==> config.mk <==
export PLATFORM = sky130hd
export DESIGN_NAME = rgb_command_frame_parser_core_flat
export DESIGN_NICKNAME = d
export VERILOG_FILES = /design/src/rgbcfp_pkg.sv /design/src/rgbcfp_if.sv /design/src/rgbcfp_parser.sv /design/src/rgb_command_frame_parser_core.sv /design/src/flat_wrapper.sv
export SDC_FILE = /design/constraint.sdc
export NUM_CORES = 1
export LEC_CHECK = 0
export CORE_MARGIN = 2
export CORE_UTILIZATION = 55
export CTS_BUF_LIST = sky130_fd_sc_hd__clkbuf_8
export DETAILED_ROUTE_END_ITERATION = 7
export DONT_BUFFER_PORTS = 1
export PLACE_DENSITY = 0.7
export SLEW_MARGIN = 20
export SYNTH_ARGS = -nofsm -noshare
export SYNTH_HDL_FRONTEND = slang
export SYNTH_SLANG_ARGS = --single-unit
export TNS_END_PERCENT = 30
==> constraint.sdc <==
create_clock -name clk -period 4.6 [get_ports clk]
set_clock_uncertainty 0.1 [all_clocks]
set_input_delay 0.23 -clock clk [delete_from_list [all_inputs] [get_ports clk]]
set_output_delay 0.23 -clock clk [all_outputs]
set_load 0.02 [all_outputs]
==> src/rgbcfp_pkg.sv <==
// Package for the RGB command frame parser: widths, characters, register indexes,
// parse phase codes and the percent-to-duty scaling. No dependencies.
package rgbcfp_pkg;

    localparam int BYTE_W    = 8;
    localparam int PCT_W     = 7;
    localparam int DUTY_W    = 8;
    localparam int CFG_IDX_W = 2;

    localparam logic [CFG_IDX_W-1:0] REG_MAX_BODY_LENGTH = 2'd0;
    localparam logic [CFG_IDX_W-1:0] REG_START_CHAR      = 2'd1;
    localparam logic [CFG_IDX_W-1:0] REG_END_CHAR        = 2'd2;

    localparam logic [BYTE_W-1:0] RST_MAX_BODY_LENGTH = 8'd20;
    localparam logic [BYTE_W-1:0] RST_START_CHAR      = 8'h3F;  // '?'
    localparam logic [BYTE_W-1:0] RST_END_CHAR        = 8'h3B;  // ';'

    localparam logic [BYTE_W-1:0] CHAR_R  = 8'h72;
    localparam logic [BYTE_W-1:0] CHAR_G  = 8'h67;
    localparam logic [BYTE_W-1:0] CHAR_B  = 8'h62;
    localparam logic [BYTE_W-1:0] CHAR_EQ = 8'h3D;
    localparam logic [BYTE_W-1:0] CHAR_0  = 8'h30;
    localparam logic [BYTE_W-1:0] CHAR_9  = 8'h39;

    localparam logic [PCT_W-1:0] PCT_MAX = 7'd100;

    // 255/100 as a fraction over 2^22; exact floor for every percent up to 100
    localparam int               DUTY_SHIFT = 22;
    localparam int               RECIP_W    = 24;
    localparam int               PROD_W     = PCT_W + RECIP_W;
    localparam logic [RECIP_W-1:0] DUTY_RECIP = 24'd10695720;

    typedef enum logic [9:0] {
        PH_R     = 10'b00_0000_0001,
        PH_R_EQ  = 10'b00_0000_0010,
        PH_R_DIG = 10'b00_0000_0100,
        PH_G     = 10'b00_0000_1000,
        PH_G_EQ  = 10'b00_0001_0000,
        PH_G_DIG = 10'b00_0010_0000,
        PH_B     = 10'b00_0100_0000,
        PH_B_EQ  = 10'b00_1000_0000,
        PH_B_DIG = 10'b01_0000_0000,
        PH_TRAIL = 10'b10_0000_0000
    } phase_t;

    typedef struct packed {
        logic [BYTE_W-1:0] max_body_length;
        logic [BYTE_W-1:0] start_char;
        logic [BYTE_W-1:0] end_char;
    } cfg_t;

    typedef struct packed {
        logic              hit;
        logic [DUTY_W-1:0] red_duty;
        logic [DUTY_W-1:0] green_duty;
        logic [DUTY_W-1:0] blue_duty;
    } result_t;

    function automatic logic [DUTY_W-1:0] duty_of(input logic [PCT_W-1:0] pct);
        logic [PROD_W-1:0] prod;
        prod = PROD_W'(pct) * PROD_W'(DUTY_RECIP);
        return prod[DUTY_SHIFT +: DUTY_W];
    endfunction

endpackage

==> src/rgbcfp_if.sv <==
// Channel interfaces of the RGB command frame parser: received bytes,
// duty results and configuration writes. Depends on rgbcfp_pkg.
interface rgbcfp_byte_if;
    import rgbcfp_pkg::*;
    logic              valid;
    logic              ready;
    logic [BYTE_W-1:0] rx_byte;

    modport source (output valid, output rx_byte, input ready);
    modport sink   (input valid, input rx_byte, output ready);
endinterface

interface rgbcfp_duty_if;
    import rgbcfp_pkg::*;
    logic              valid;
    logic              ready;
    logic [DUTY_W-1:0] red_duty;
    logic [DUTY_W-1:0] green_duty;
    logic [DUTY_W-1:0] blue_duty;

    modport source (output valid, output red_duty, output green_duty, output blue_duty,
                    input ready);
    modport sink   (input valid, input red_duty, input green_duty, input blue_duty,
                    output ready);
endinterface

interface rgbcfp_cfg_if;
    import rgbcfp_pkg::*;
    logic                 valid;
    logic                 ready;
    logic [CFG_IDX_W-1:0] index;
    logic [BYTE_W-1:0]    data;

    modport source (output valid, output index, output data, input ready);
    modport sink   (input valid, input index, input data, output ready);
endinterface

==> src/rgbcfp_parser.sv <==
// Frame parse state and per-byte update for the RGB command frame parser.
// Depends on rgbcfp_pkg.
module rgbcfp_parser (
    input  logic                          clk,
    input  logic                          rst_n,
    input  logic                          step,
    input  logic [rgbcfp_pkg::BYTE_W-1:0] rx_byte,
    input  rgbcfp_pkg::cfg_t              cfg,
    output rgbcfp_pkg::result_t           res
);
    import rgbcfp_pkg::*;

    logic              hunting_reg, hunting_next;
    logic [BYTE_W-1:0] count_reg, count_next;
    phase_t            phase_reg, phase_next;
    logic              bad_reg, bad_next;
    logic [PCT_W-1:0]  red_reg, red_next;
    logic [PCT_W-1:0]  green_reg, green_next;
    logic [PCT_W-1:0]  blue_reg, blue_next;

    logic              is_digit;
    logic [3:0]        digit;
    logic              hit;

    function automatic logic [PCT_W-1:0] add_digit(input logic [PCT_W-1:0] p,
                                                    input logic [3:0] d);
        logic [9:0] v;
        v = 10'(p) * 10'd10 + 10'(d);
        return (v > 10'(PCT_MAX)) ? PCT_MAX : v[PCT_W-1:0];
    endfunction

    assign is_digit = (rx_byte >= CHAR_0) && (rx_byte <= CHAR_9);
    assign digit    = 4'(rx_byte - CHAR_0);

    always_comb
    begin
        hunting_next = hunting_reg;
        count_next   = count_reg;
        phase_next   = phase_reg;
        bad_next     = bad_reg;
        red_next     = red_reg;
        green_next   = green_reg;
        blue_next    = blue_reg;
        hit          = 1'b0;

        if (hunting_reg)
        begin
            if (rx_byte == cfg.start_char)
            begin
                hunting_next = 1'b0;
                count_next   = '0;
                phase_next   = PH_R;
                bad_next     = 1'b0;
                red_next     = '0;
                green_next   = '0;
                blue_next    = '0;
            end
        end
        else if (rx_byte == cfg.end_char)
        begin
            hunting_next = 1'b1;
            hit = !bad_reg && ((phase_reg == PH_B_DIG) || (phase_reg == PH_TRAIL));
        end
        else if (count_reg >= cfg.max_body_length)
        begin
            // over length: drop silently
            hunting_next = 1'b1;
        end
        else
        begin
            count_next = count_reg + 8'd1;
            unique case (phase_reg)
                PH_R:
                begin
                    bad_next   = bad_reg || (rx_byte != CHAR_R);
                    phase_next = PH_R_EQ;
                end
                PH_R_EQ:
                begin
                    bad_next   = bad_reg || (rx_byte != CHAR_EQ);
                    phase_next = PH_R_DIG;
                end
                PH_R_DIG:
                begin
                    if (is_digit)
                        red_next = add_digit(red_reg, digit);
                    else
                        phase_next = PH_G;  // separator eaten unchecked
                end
                PH_G:
                begin
                    bad_next   = bad_reg || (rx_byte != CHAR_G);
                    phase_next = PH_G_EQ;
                end
                PH_G_EQ:
                begin
                    bad_next   = bad_reg || (rx_byte != CHAR_EQ);
                    phase_next = PH_G_DIG;
                end
                PH_G_DIG:
                begin
                    if (is_digit)
                        green_next = add_digit(green_reg, digit);
                    else
                        phase_next = PH_B;
                end
                PH_B:
                begin
                    bad_next   = bad_reg || (rx_byte != CHAR_B);
                    phase_next = PH_B_EQ;
                end
                PH_B_EQ:
                begin
                    bad_next   = bad_reg || (rx_byte != CHAR_EQ);
                    phase_next = PH_B_DIG;
                end
                PH_B_DIG:
                begin
                    if (is_digit)
                        blue_next = add_digit(blue_reg, digit);
                    else
                        phase_next = PH_TRAIL;
                end
                default:
                    phase_next = PH_TRAIL;
            endcase
        end
    end

    always_ff @(posedge clk or negedge rst_n)
    begin
        if (!rst_n)
        begin
            hunting_reg <= 1'b1;
            count_reg   <= '0;
            phase_reg   <= PH_R;
            bad_reg     <= 1'b0;
            red_reg     <= '0;
            green_reg   <= '0;
            blue_reg    <= '0;
        end
        else if (step)
        begin
            hunting_reg <= hunting_next;
            count_reg   <= count_next;
            phase_reg   <= phase_next;
            bad_reg     <= bad_next;
            red_reg     <= red_next;
            green_reg   <= green_next;
            blue_reg    <= blue_next;
        end
    end

    // end byte leaves the percents untouched, so the current values are the result
    assign res.hit        = hit;
    assign res.red_duty   = duty_of(red_reg);
    assign res.green_duty = duty_of(green_reg);
    assign res.blue_duty  = duty_of(blue_reg);

endmodule

==> src/rgb_command_frame_parser_core.sv <==
// Top level of the RGB command frame parser: input register, configuration
// registers, parser and result register. Depends on rgbcfp_pkg, rgbcfp_if, rgbcfp_parser.
//
//  channel | role   | payload                               | item
//  rx      | sink   | rx_byte                               | one received byte
//  duty    | source | red_duty, green_duty, blue_duty       | one set of duties per good frame
//  cfg     | sink   | index, data                           | one register write
//
// One byte per cycle sustained while the duty channel takes results; a taken byte is
// held in the input register and parsed from there, and a result goes to the result register.
// The parse state update in rgbcfp_parser is the loop that sets this rate.
// Reset puts the parser hunting for the start byte and loads register defaults.
// A stalled result holds the parser; the input register then fills and rx drops ready.
module rgb_command_frame_parser_core (
    input  logic    clk,
    input  logic    rst_n,
    rgbcfp_byte_if.sink   rx,
    rgbcfp_duty_if.source duty,
    rgbcfp_cfg_if.sink    cfg
);
    import rgbcfp_pkg::*;

    cfg_t              cfg_reg;
    logic              in_valid_reg;
    logic [BYTE_W-1:0] in_byte_reg;
    logic              out_valid_reg;
    logic [DUTY_W-1:0] red_reg;
    logic [DUTY_W-1:0] green_reg;
    logic [DUTY_W-1:0] blue_reg;

    logic    out_free;
    logic    step;
    logic    rx_take;
    result_t res;

    assign out_free = !out_valid_reg || duty.ready;
    assign step     = in_valid_reg && out_free;
    assign rx.ready = !in_valid_reg || out_free;
    assign rx_take  = rx.valid && rx.ready;
    assign cfg.ready = 1'b1;

    always_ff @(posedge clk or negedge rst_n)
    begin
        if (!rst_n)
        begin
            cfg_reg.max_body_length <= RST_MAX_BODY_LENGTH;
            cfg_reg.start_char      <= RST_START_CHAR;
            cfg_reg.end_char        <= RST_END_CHAR;
        end
        else if (cfg.valid)
        begin
            unique case (cfg.index)
                REG_MAX_BODY_LENGTH: cfg_reg.max_body_length <= cfg.data;
                REG_START_CHAR:      cfg_reg.start_char      <= cfg.data;
                REG_END_CHAR:        cfg_reg.end_char        <= cfg.data;
                default:             ;
            endcase
        end
    end

    always_ff @(posedge clk or negedge rst_n)
    begin
        if (!rst_n)
        begin
            in_valid_reg  <= 1'b0;
            out_valid_reg <= 1'b0;
        end
        else
        begin
            if (rx_take)
                in_valid_reg <= 1'b1;
            else if (step)
                in_valid_reg <= 1'b0;
            if (out_free)
                out_valid_reg <= step && res.hit;
        end
    end

    always_ff @(posedge clk)
    begin
        if (rx_take)
            in_byte_reg <= rx.rx_byte;
        if (out_free)
        begin
            red_reg   <= res.red_duty;
            green_reg <= res.green_duty;
            blue_reg  <= res.blue_duty;
        end
    end

    rgbcfp_parser u_parser (
        .clk     (clk),
        .rst_n   (rst_n),
        .step    (step),
        .rx_byte (in_byte_reg),
        .cfg     (cfg_reg),
        .res     (res)
    );

    assign duty.valid      = out_valid_reg;
    assign duty.red_duty   = red_reg;
    assign duty.green_duty = green_reg;
    assign duty.blue_duty  = blue_reg;

endmodule

==> src/flat_wrapper.sv <==
// flat-port wrapper written by rule: the top's interface ports become plain ports
module rgb_command_frame_parser_core_flat import rgbcfp_pkg::*;
  (clk, rst_n, rx_valid, rx_rx_byte, rx_ready, duty_valid, duty_red_duty, duty_green_duty, duty_blue_duty, duty_ready, cfg_valid, cfg_index, cfg_data, cfg_ready);
  rgbcfp_byte_if rx_i ();
  rgbcfp_duty_if duty_i ();
  rgbcfp_cfg_if cfg_i ();
  input  logic clk;
  input  logic rst_n;
  input wire logic [$bits(rx_i.valid)-1:0] rx_valid;
  input wire logic [$bits(rx_i.rx_byte)-1:0] rx_rx_byte;
  output wire logic [$bits(rx_i.ready)-1:0] rx_ready;
  output wire logic [$bits(duty_i.valid)-1:0] duty_valid;
  output wire logic [$bits(duty_i.red_duty)-1:0] duty_red_duty;
  output wire logic [$bits(duty_i.green_duty)-1:0] duty_green_duty;
  output wire logic [$bits(duty_i.blue_duty)-1:0] duty_blue_duty;
  input wire logic [$bits(duty_i.ready)-1:0] duty_ready;
  input wire logic [$bits(cfg_i.valid)-1:0] cfg_valid;
  input wire logic [$bits(cfg_i.index)-1:0] cfg_index;
  input wire logic [$bits(cfg_i.data)-1:0] cfg_data;
  output wire logic [$bits(cfg_i.ready)-1:0] cfg_ready;
  assign rx_i.valid = rx_valid;
  assign rx_i.rx_byte = rx_rx_byte;
  assign rx_ready = rx_i.ready;
  assign duty_valid = duty_i.valid;
  assign duty_red_duty = duty_i.red_duty;
  assign duty_green_duty = duty_i.green_duty;
  assign duty_blue_duty = duty_i.blue_duty;
  assign duty_i.ready = duty_ready;
  assign cfg_i.valid = cfg_valid;
  assign cfg_i.index = cfg_index;
  assign cfg_i.data = cfg_data;
  assign cfg_ready = cfg_i.ready;
  rgb_command_frame_parser_core u_core (.clk(clk), .rst_n(rst_n), .rx(rx_i), .duty(duty_i), .cfg(cfg_i));
endmodule
==> summary.txt, run 1 <==
GRT
  • Pin count of the biggest net entering global routing: 68
  • Gr ovfl total: 0
  • Tot GR Track Use: 0.216
  • Global-route wire length before repair: 38.0 mm
  • Initial antenna violation count: 0
  • Vias in the first global route: about 8000

Synth
  • Syn_area_per_cell: 9.63 um^2
  • Sequential-to-total area share from yosys stat: 0.243
  • Count of cell types in the netlist: 85
  • Post-Syn Nets: roughly 1400
  • Post-synth top area cell: ha_1
  • Ys async rst share: 0.677
  • Yosys top cell area share: 0.223
  • Synth warnings: 0
  • Netlist Area Pre-Place: 10900 um^2
  • Synthesized flop and latch total: 99
  • Post-synthesis cell count: 1136
  • Top post-synthesis cells by area: ha_1 22%, dfrtp_1 12%, fa_1 9.9%
  • Top_reg_cell synth: dfrtp_1
  • Number of enable flip-flop cells after synthesis: 32

Critical path
  • Crit Path Category: reg -> reg
  • Startpoint types: flip-flop
  • Crit-path cells: ha_1, ha_1, fa_1, inv_1, fa_1, inv_1, ha_1, and3_1, a221oi_1, nand2_1, o211ai_1, a21oi_1, a221oi_1, xnor2_1
  • FF-to-FF setup slack: roughly 0.2 ns
  • Top delay family on crit path: adder cells
  • Buf/Inv on CP: 2
  • Req. time, crit path: 4.64 ns
  • Arrival time worst endpoint: 4.44 ns
  • CP peak stage delay: 0.50 ns
  • Slowest cell on the critical path: fa_1
  • Critical Path Most Common Cell: ha_1
  • Critical Path Fanout Max: 6
  • Type of element capturing the critical path: flip-flop

Drt
  • Final ANT Viol Nets: 0
  • DR DRC count: 0
  • Drt initial violations: 490
  • WL/cell: 15.6 um
  • DR pass1 iterations: 5
  • Total Wirelength: 22.3 mm
  • Via/cell ratio: 5.68
  • Vias: 8125

Layout
  • Share of cells above drive strength 1: 0.0824
  • Most common cell after layout, fill and taps aside: ha_1
  • Diode count: 0
  • Most frequent cells in the layout: 195 x ha_1, 151 x inv_1, 66 x nand2_1
  • # nets final: 1432
  • Finished Cell Area: 11700 um^2
  • Area growth syn-to-layout: 6.76%
  • Largest register FFs: 24
  • Fill count: 1675

Pwr
  • Total net switching power: 628 uW
  • Peak VDD IR: 0.224 mV
  • Clock share of power: 0.295
  • Power per cell area: 172 nW/um^2
  • P_int: 1380 uW
  • Total power: 2010 uW
  • Pleak: 0.00615 uW
  • Proportion of power drawn by flip-flops and latches: 0.537
  • Sw frac: 0.313
  • Combinational power share: 0.168

Die
  • Starting Density: 0.562
  • # IOs: 50
  • Chip height: 145 um
  • Die W: 145 um
  • Core Region: 19500 um^2
  • Cell Rows: 51
  • Die area: ~21000 um^2

Place
  • Placer congestion estimate: roughly 0.85
  • Dpl hpwl: 17.8 mm
  • DP Area: approximately 11000 um^2
  • Port bufs: 0
  • Place WS: 0.239 ns

Timing
  • Fin. Hold Viols: 0
  • Slew @ Worst Pin: 0.668 ns
  • Slew Limit Headroom: 0.553
  • Hold slack: 0.0720 ns
  • RSZ-0062 raised after global routing: false
  • Fin crit share: 0.957
  • Final TNS setup: 0 ns
  • Final WS setup: 0.197 ns
  • Final setup vio count: 0
  • Max-slew violations: 0
  • FMAX: between 200 and 250 MHz
  • Minimum clock period: 4.40 ns

Clock network
  • Bufs on Longest Clock Path: 2
  • CTS tree: yes
  • Worst skew pair latency: 0.40 ns
  • Sink Count: 99
  • Root Buffer: clkbuf_8
  • Setup bufs post-CTS: 0
  • Clk slew on worst S/H paths: between 0.1 and 0.15 ns
  • CTS H-tree lvls: 3
  • Cts bufs inserted: 9

Run status
  • Outcome: completed

Flow run
  • Max-cap violation count: 0

Min path
  • Hold WC Path Type: in -> reg
## worst min-delay path, delay by kind of cell
kind                   cells  cell delay [ns]
buffers and inverters      1             0.17
AOI/OAI and AO/OA          1             0.07
and+or+nand+nor            2             0.10
## cell type report
type,count,area (um^2),area share
multi-input combinational,873,7660,0.656
sequential,99,2660,0.227
inverter,151,567,0.0485
tap,265,332,0.0284
timing repair buffer,26,260,0.0223
clock buffer,10,138,0.0118
clock inverter,6,67.6,0.00579
## cells by family after synthesis
| group | after synthesis | share of synthesized area |
|---|---|---|
| XOR/XNOR | 58 | 0.0471 |
| AO/OA/AOI/OAI | 234 | 0.149 |
| other | 1 | 0.000343 |
| buffers and inverters | 164 | 0.0577 |
| AND/OR/NAND/NOR | 300 | 0.150 |
| multiplexers | 31 | 0.0313 |
| adder cells (fa/ha/maj) | 249 | 0.322 |
| flip-flops | 99 | 0.243 |
## timing repair
action / CTS / global route
hold buffers: 19 / 0
endpoints found under the hold margin: 100 / 0
resized for setup: 0 / 1
setup endpoints to repair: 0 / 2
## Yosys cell counts, drive strengths merged, types with 24 or more instances
master and instances:
nand2 66, ha 195, a21o 27, xor2 24, fa 54, xnor2 34
a21oi 40, nor2 52, mux2 26, nand3 33, dfrtp 52, edfxtp 32
o21ai 51, nor3 28, inv 151
## power groups by stage
stage               sequential [uW]  combinational [uW]  clock [uW]
floorplan                      1060                 273           0
global placement               1090                 303           0
detailed placement             1100                 309           0
CTS                            1080                 339         613
global route                   1090                 379         648
finish                         1080                 336         592
## metrics by stage
| stage | util | instances |
|---|---|---|
| 5_1_grt | 0.600 | 1430 |
| 2_1_floorplan | - | 1136 |
| 4_1_cts | 0.600 | 1430 |
| 3_3_place_gp | 0.578 | 1395 |
| 3_5_place_dp | 0.578 | 1395 |
| 6_report | 0.600 | 1430 |
## path summary, 6_finish.rpt
kind                       cells past startpoint                   startpoint                      endpoint
setup / recovery                              14  u_core.u_parser.blue_reg[4]      u_core.duty.blue_duty[6]
hold reg to reg                                2           u_core.cfg_reg[18]            u_core.cfg_reg[18]
min in group asynchronous                      2                        rst_n  u_core.u_parser.count_reg[0]
hold / removal                                 4                 cfg_index[0]            u_core.cfg_reg[18]
max in group asynchronous                      2                        rst_n   u_core.u_parser.hunting_reg
setup reg to reg                              14  u_core.u_parser.blue_reg[4]      u_core.duty.blue_duty[6]
## metal layers
metal | up-vias | routed length [um] | GRT usage
met5 | - | 0 | 0
met4 | 0 | 178 | 0.0436
met3 | 12 | 422 | 0.0248
met2 | 92 | 10600 | 0.366
met1 | 3892 | 11100 | 0.300
li1 | 4129 | - | -
Note: power is estimated with default switching activity, not from simulation.
==> inputs of run 2 (changes only) <==
--- a/config.mk
+++ b/config.mk
@@ -5,12 +5,14 @@
 export SDC_FILE = /design/constraint.sdc
 export NUM_CORES = 1
 export LEC_CHECK = 0
+export CORE_ASPECT_RATIO = 1.1
 export CORE_MARGIN = 2
 export CORE_UTILIZATION = 55
 export CTS_BUF_LIST = sky130_fd_sc_hd__clkbuf_8
 export DETAILED_ROUTE_END_ITERATION = 7
 export DONT_BUFFER_PORTS = 1
 export PLACE_DENSITY = 0.7
+export SKIP_CTS_REPAIR_TIMING = 1
 export SLEW_MARGIN = 20
 export SYNTH_ARGS = -nofsm -noshare
 export SYNTH_HDL_FRONTEND = slang
==> constraint.sdc (replaced) <==
create_clock -name clk -period 4.2 [get_ports clk]
set_clock_uncertainty 0.1 [all_clocks]
set_input_delay 0.21 -clock clk [delete_from_list [all_inputs] [get_ports clk]]
set_output_delay 0.21 -clock clk [all_outputs]
set_load 0.02 [all_outputs]
==> run 2 against run 1 <==
Register-to-register slack worse by 0.12 ns; die area hardly changed; non-clock buffer count is 23 higher; flip-flop and latch count stayed put; routed wire length is 5.0% higher; maximum frequency is 6.9% higher; first-iteration DRC count is 32% lower; sequential power is 9% higher; design area is 2.4% higher; critical path depth stayed put; via count is 3.0% higher.
==> summary.txt, run 2 (synthesized netlist as in run 1, its figures left out) <==
Timing
  • RSZ-0062 raised after global routing: true
  • Slew @ Worst Pin: 0.656 ns (-0.0120 ns)
  • Max-slew violations: 0 (unchanged)
  • Hold slack: 0.0368 ns (-0.0351 ns)
  • Fin crit share: 0.981 (+0.0235)
  • FMAX: 243 MHz (+6.9%)
  • Final TNS setup: 0 ns (unchanged)
  • Minimum clock period: 4.12 ns (-0.284 ns)
  • Final WS setup: 0.0811 ns (-0.116 ns)
  • Final setup vio count: 0 (unchanged)
  • Slew Limit Headroom: 0.559 (+0.00593)
  • Fin. Hold Viols: 0 (unchanged)

Critical path
  • Worst reg2reg path depth: 14 (unchanged)
  • FF-to-FF setup slack: 0.08 ns (-0.12 ns)
  • Req. time, crit path: 4.25 ns (-0.39 ns)
  • Type of element capturing the critical path: flip-flop
  • Crit Path Category: reg -> reg
  • Startpoint types: flip-flop
  • Reg2Reg Launch Point: u_core.u_parser.blue_reg[4]
  • Arrival time worst endpoint: 4.17 ns (-0.27 ns)
  • Critical Path Fanout Max: 3 (-3)
  • RR Endpoint: u_core.duty.blue_duty[6]

Drt
  • Final ANT Viol Nets: 0 (unchanged)
  • DR pass1 iterations: 5 (unchanged)
  • Drt initial violations: 333 (-32%)
  • Total Wirelength: 23.4 mm (+5.0%)
  • DR DRC count: 0 (unchanged)
  • Via/cell ratio: 5.81 (+2.3%)
  • Vias: 8368 (+3.0%)
  • WL/cell: 16.3 um (+4.2%)

GRT
  • Global route hottest layer: met2
  • Tot GR Track Use: 0.224 (+0.00830)
  • Pin count of the biggest net entering global routing: 68 (unchanged)
  • Gr ovfl total: 0 (unchanged)
  • Global-route wire length before repair: 39.4 mm (+3.8%)
  • Met3 GRT Util: 0.0249 (+0.0000548)
  • GR Layer Usage met2: 0.385 (+0.0183)
  • Met1 GRT Util: 0.305 (+0.00439)
  • Vias in the first global route: 8293 (+3.6%)
  • Initial antenna violation count: 0 (unchanged)

Die
  • Starting Density: 0.556 (-0.00569)
  • Chip height: 152 um (+4.7%)
  • Core Region: 19700 um^2 (+1.0%)
  • Cell Rows: 54 (+5.9%)
  • Die W: 138 um (-4.5%)
  • Die area: 21000 um^2 (about the same)
  • # IOs: 50 (unchanged)

Clock network
  • Cts bufs inserted: 9 (unchanged)
  • CTS tree: yes
  • Worst skew pair latency: 0.41 ns (about the same)
  • Sink Count: 99 (unchanged)
  • Bufs on Longest Clock Path: 2 (unchanged)
  • Root Buffer: clkbuf_8
  • CTS H-tree lvls: 3 (unchanged)
  • Clk slew on worst S/H paths: 0.12 ns (about the same)

Min path
  • Min-delay src: cfg_index[0]
  • Worst Hold End: u_core.cfg_reg[20]
  • Hold WC Path Type: in -> reg
  • Min-Delay Path Depth: 4 (unchanged)

Place
  • Dpl hpwl: 18.5 mm (+3.7%)
  • Port bufs: 0 (unchanged)
  • Place WS: 0.0247 ns (-0.214 ns)
  • Placer congestion estimate: 0.873 (+3.1%)

Pwr
  • Peak VDD IR: 0.259 mV (+16%)
  • Pleak: 0.00629 uW (+2.3%)
  • Power per cell area: 187 nW/um^2 (+8.7%)

Layout
  • Share of cells above drive strength 1: 0.113 (+0.0304)
  • Diode count: 0 (unchanged)
  • Most frequent cells in the layout: 191 x ha_1, 151 x inv_1, 66 x nand2_1
  • Final Core Density: 0.608 (+0.00793)
  • Most common cell after layout, fill and taps aside: ha_1
  • # nets final: 1455 (+1.6%)
  • Largest register FFs: 24 (unchanged)
  • Area growth syn-to-layout: 9.28%

Flow run
  • Max-cap violation count: 0 (unchanged)

Run status
  • Outcome: completed
[run 2: changes by cell type in the layout (fill, tap and decap cells not counted), moves of 3 or more]
cell / change
a21oi_1: -3
ha_4: +3
inv_8: -3
ha_1: -4
buf_4: +23
a21oi_2: +3
[run 2: cell type report]
cell class,instances,area (um^2)
repair buffers,49,433
multi-input cells,873,7760
fillers,1672,7710
inverters,151,567
flip-flops and latches,99,2660
well taps,252,315
clock inverters,7,91.3
clock buffers,9,124
[run 2: where the power goes]
group	switching (uW)	internal, uW	total [uW]
sequential	95.6	1090	1180
combinational	203	171	374
clock	432	244	676
[run 2: critical path, stage by stage (launching register included)]
cell	delay, ns
dfrtp_1	0.45
ha_1	0.33
ha_1	0.31
fa_1	0.50
inv_1	0.05
fa_1	0.50
inv_1	0.04
ha_1	0.30
and3_1	0.18
a221oi_1	0.26
nand2_1	0.10
o211ai_1	0.26
a21oi_2	0.12
a221oi_2	0.27
xnor2_1	0.11
[run 2: routing by layer]
metal,part of all wire,wire length (um)
met1,0.47,11100
met5,0,0
met3,0.022,518
met2,0.49,11500
met4,0.016,375
[run 2: worst max-delay path by stage]
stage | start | slack, ns | cells after the start | end
2_1_floorplan | u_core.u_parser.blue_reg[6] | 0.12 | 14 | u_core.duty.blue_duty[6]
3_3_place_gp | u_core.u_parser.blue_reg[5] | 0.09 | 16 | u_core.duty.blue_duty[6]
3_5_place_dp | u_core.u_parser.green_reg[4] | 0.02 | 14 | u_core.duty.green_duty[6]
4_1_cts | u_core.u_parser.blue_reg[5] | 0.007 | 16 | u_core.duty.blue_duty[6]
5_1_grt | u_core.u_parser.blue_reg[4] | -0.05 | 14 | u_core.duty.blue_duty[6]
6_report | u_core.u_parser.blue_reg[4] | 0.08 | 14 | u_core.duty.blue_duty[6]
[run 2: stage by stage]
| step | cells | total power (uW) | instance area [um^2] |
|---|---|---|---|
| after global routing | 1440 | 2340 | 12000 |
| after CTS | 1417 | 2220 | 11600 |
| after detailed placement | 1401 | 1540 | 11400 |
| after global placement | 1401 | 1530 | 11400 |
| after floorplan | 1136 | 1460 | 10900 |
| final | 1440 | 2230 | 12000 |
==> inputs of run 3 (changes only) <==
--- a/config.mk
+++ b/config.mk
@@ -12,6 +12,7 @@
 export DETAILED_ROUTE_END_ITERATION = 7
 export DONT_BUFFER_PORTS = 1
 export PLACE_DENSITY = 0.7
+export SETUP_SLACK_MARGIN = 0.2
 export SKIP_CTS_REPAIR_TIMING = 1
 export SLEW_MARGIN = 20
 export SYNTH_ARGS = -nofsm -noshare
==> run 3 against run 2 <==
Via count grew 1.1%; routed wire length grew 2.8%; setup slack gained 0.15 ns; count of clock-buffer cells in the layout is the same; highest routed layer unchanged; global-route usage shrank 0.23 points; non-clock buffer count shrank 1; first-iteration DRC count shrank 0.30%.
==> summary.txt, run 3 (synthesized netlist as in run 1, its figures left out) <==
Die
  • Die W: 138 um (unchanged)
  • # IOs: 50 (unchanged)
  • Die area: 21000 um^2 (unchanged)
  • Chip height: 152 um (unchanged)
  • Starting Density: 0.556 (unchanged)
  • Cell Rows: 54 (unchanged)
  • Core Region: 19700 um^2 (unchanged)

Layout
  • Fill count: 1614 (-3.5%)
  • Final Core Density: 0.619 (+0.0113)
  • Area growth syn-to-layout: 11.3%
  • # nets final: 1454 (-0.069%)
  • Most common cell after layout, fill and taps aside: ha_1
  • Diode count: 0 (unchanged)
  • Most frequent cells in the layout: 176 x ha_1, 143 x inv_1, 66 x nand2_1
  • Largest register FFs: 24 (unchanged)
  • Share of cells above drive strength 1: 0.146 (+0.0330)

Clock network
  • Sink Count: 99 (unchanged)
  • Cts bufs inserted: 9 (unchanged)
  • CTS H-tree lvls: 3 (unchanged)
  • Bufs on Longest Clock Path: 2 (unchanged)
  • CTS tree: yes
  • Clk slew on worst S/H paths: 0.13 ns (about the same)
  • Root Buffer: clkbuf_8
  • Worst skew pair latency: 0.41 ns (about the same)

Timing
  • Max-slew violations: 0 (unchanged)
  • Final setup vio count: 0 (unchanged)
  • Slew Limit Headroom: 0.557 (-0.00155)
  • Final TNS setup: 0 ns (unchanged)
  • RSZ-0062 raised after global routing: true
  • Minimum clock period: 3.97 ns (-0.147 ns)
  • Fin crit share: 0.946 (-0.0350)
  • Fin. Hold Viols: 0 (unchanged)
  • FMAX: 252 MHz (+3.7%)
  • Slew @ Worst Pin: 0.661 ns (+0.00547 ns)

Pwr
  • Total net switching power: 731 uW (+0.16%)
  • Power per cell area: 183 nW/um^2 (-1.7%)
  • Pleak: 0.00620 uW (-1.4%)
  • Clock share of power: 0.304 (about the same)
  • Combinational power share: 0.167 (about the same)
  • P_int: 1500 uW (+0.15%)
  • Peak VDD IR: 0.211 mV (-19%)
  • Sw frac: 0.327 (about the same)
  • Proportion of power drawn by flip-flops and latches: 0.529 (about the same)

Drt
  • Via/cell ratio: 5.88 (+1.1%)
  • WL/cell: 16.7 um (+2.9%)
  • Drt initial violations: 332 (-0.30%)
  • DR DRC count: 0 (unchanged)
  • Total Wirelength: 24.1 mm (+2.8%)
  • DR pass1 iterations: 5 (unchanged)
  • Final ANT Viol Nets: 0 (unchanged)
  • Vias: 8456 (+1.1%)

Critical path
  • Req. time, crit path: 4.26 ns (about the same)
  • Arrival time worst endpoint: 4.03 ns (-0.14 ns)
  • Crit-path cells: ha_4, inv_2, fa_1, inv_1, ha_1, inv_2, fa_1, inv_2, ha_4, a21o_1, a21o_1, a21oi_2, and3b_2, a2111oi_4, a211oi_2, xnor2_1
  • Type of element capturing the critical path: flip-flop
  • Critical Path Fanout Max: 6 (+3)
  • Startpoint types: flip-flop
  • Crit Path Category: reg -> reg
  • CP peak stage delay: 0.51 ns (about the same)
  • Critical Path Most Common Cell: inv_2
  • Slowest cell on the critical path: fa_1

GRT
  • Pin count of the biggest net entering global routing: 68 (unchanged)
  • Global-route wire length before repair: 39.0 mm (-0.91%)
  • Initial antenna violation count: 0 (unchanged)
  • Vias in the first global route: 8336 (+0.52%)
  • Gr ovfl total: 0 (unchanged)
  • Tot GR Track Use: 0.222 (-0.00234)

Min path
  • Hold WC Path Type: in -> reg

Place
  • Dpl hpwl: 18.4 mm (-0.30%)
  • Port bufs: 0 (unchanged)
  • Placer congestion estimate: 0.853 (-2.3%)

Flow run
  • Max-cap violation count: 0 (unchanged)

Run status
  • Outcome: completed
run 3: changes by cell type in the layout (fill, tap and decap cells not counted), sizes merged:
| cell | delta |
|---|---|
| buf | -1 |
| inv | +1 |
| clkinv | -1 |
run 3: area by class of cell:
cell class	instances	area, um^2	share of cell area
Clock buffer	9	124	0.0102
Timing Repair Buffer	48	425	0.0349
Multi-Input combinational cell	873	7990	0.656
Clock inverter	7	88.8	0.00730
Tap cell	252	315	0.0259
Sequential cell	99	2670	0.219
Inverter	151	567	0.0466
run 3: stage by stage:
step / instances / cell area, um^2 / power (uW) / setup slack [ns] / hold slack [ns]
after floorplan: 1136 / 11000 / 1460 / 0.220 / -0.186
after global placement: 1395 / 11400 / 1530 / 0.0957 / -0.183
after detailed placement: 1395 / 11400 / 1540 / 0.0408 / -0.183
after CTS: 1411 / 11600 / 2220 / 0.0122 / -0.647
after global routing: 1439 / 12200 / 2340 / 0.0679 / 0.0635
final: 1439 / 12200 / 2230 / 0.228 / 0.0310
run 3: layer usage:
metal | vias to the layer above | GRT usage | share of wire
met1 | 4100 | 0.297 | 0.46
li1 | 4181 | - | -
met4 | 0 | 0.0564 | 0.016
met5 | - | 0 | 0
met2 | 141 | 0.384 | 0.50
met3 | 34 | 0.0274 | 0.024
run 3: power groups by stage:
| stage | clock network [uW] | registers [uW] | logic, uW |
|---|---|---|---|
| floorplan | 0 | 1160 | 298 |
| finish | 679 | 1180 | 374 |
| detailed placement | 0 | 1200 | 339 |
| CTS | 698 | 1180 | 342 |
| global placement | 0 | 1200 | 331 |
| global route | 734 | 1190 | 417 |
run 3: path summary, 6_finish.rpt:
check	from	slack, ns	depth (start not counted)	endpoint
worst max-delay path	u_core.u_parser.green_reg[4]	0.23	16	u_core.duty.green_duty[6]
worst min-delay path	cfg_index[0]	0.03	4	u_core.cfg_reg[18]
worst max register to register	u_core.u_parser.green_reg[4]	0.23	16	u_core.duty.green_duty[6]
worst min register to register	u_core.cfg_reg[18]	0.43	2	u_core.cfg_reg[18]
max in group asynchronous	rst_n	3.41	2	u_core.cfg_reg[11]
min in group asynchronous	rst_n	0.26	2	u_core.u_parser.green_reg[5]
run 3: worst max-delay path: cells and delay by family (launching register included):
family	cells	cell delay (ns)
buffers and inverters	4	0.17
XOR/XNOR	1	0.11
flip-flops	1	0.50
AO/OA/AOI/OAI	5	0.80
AND/OR/NAND/NOR	1	0.25
adder cells (fa/ha/maj)	5	1.80
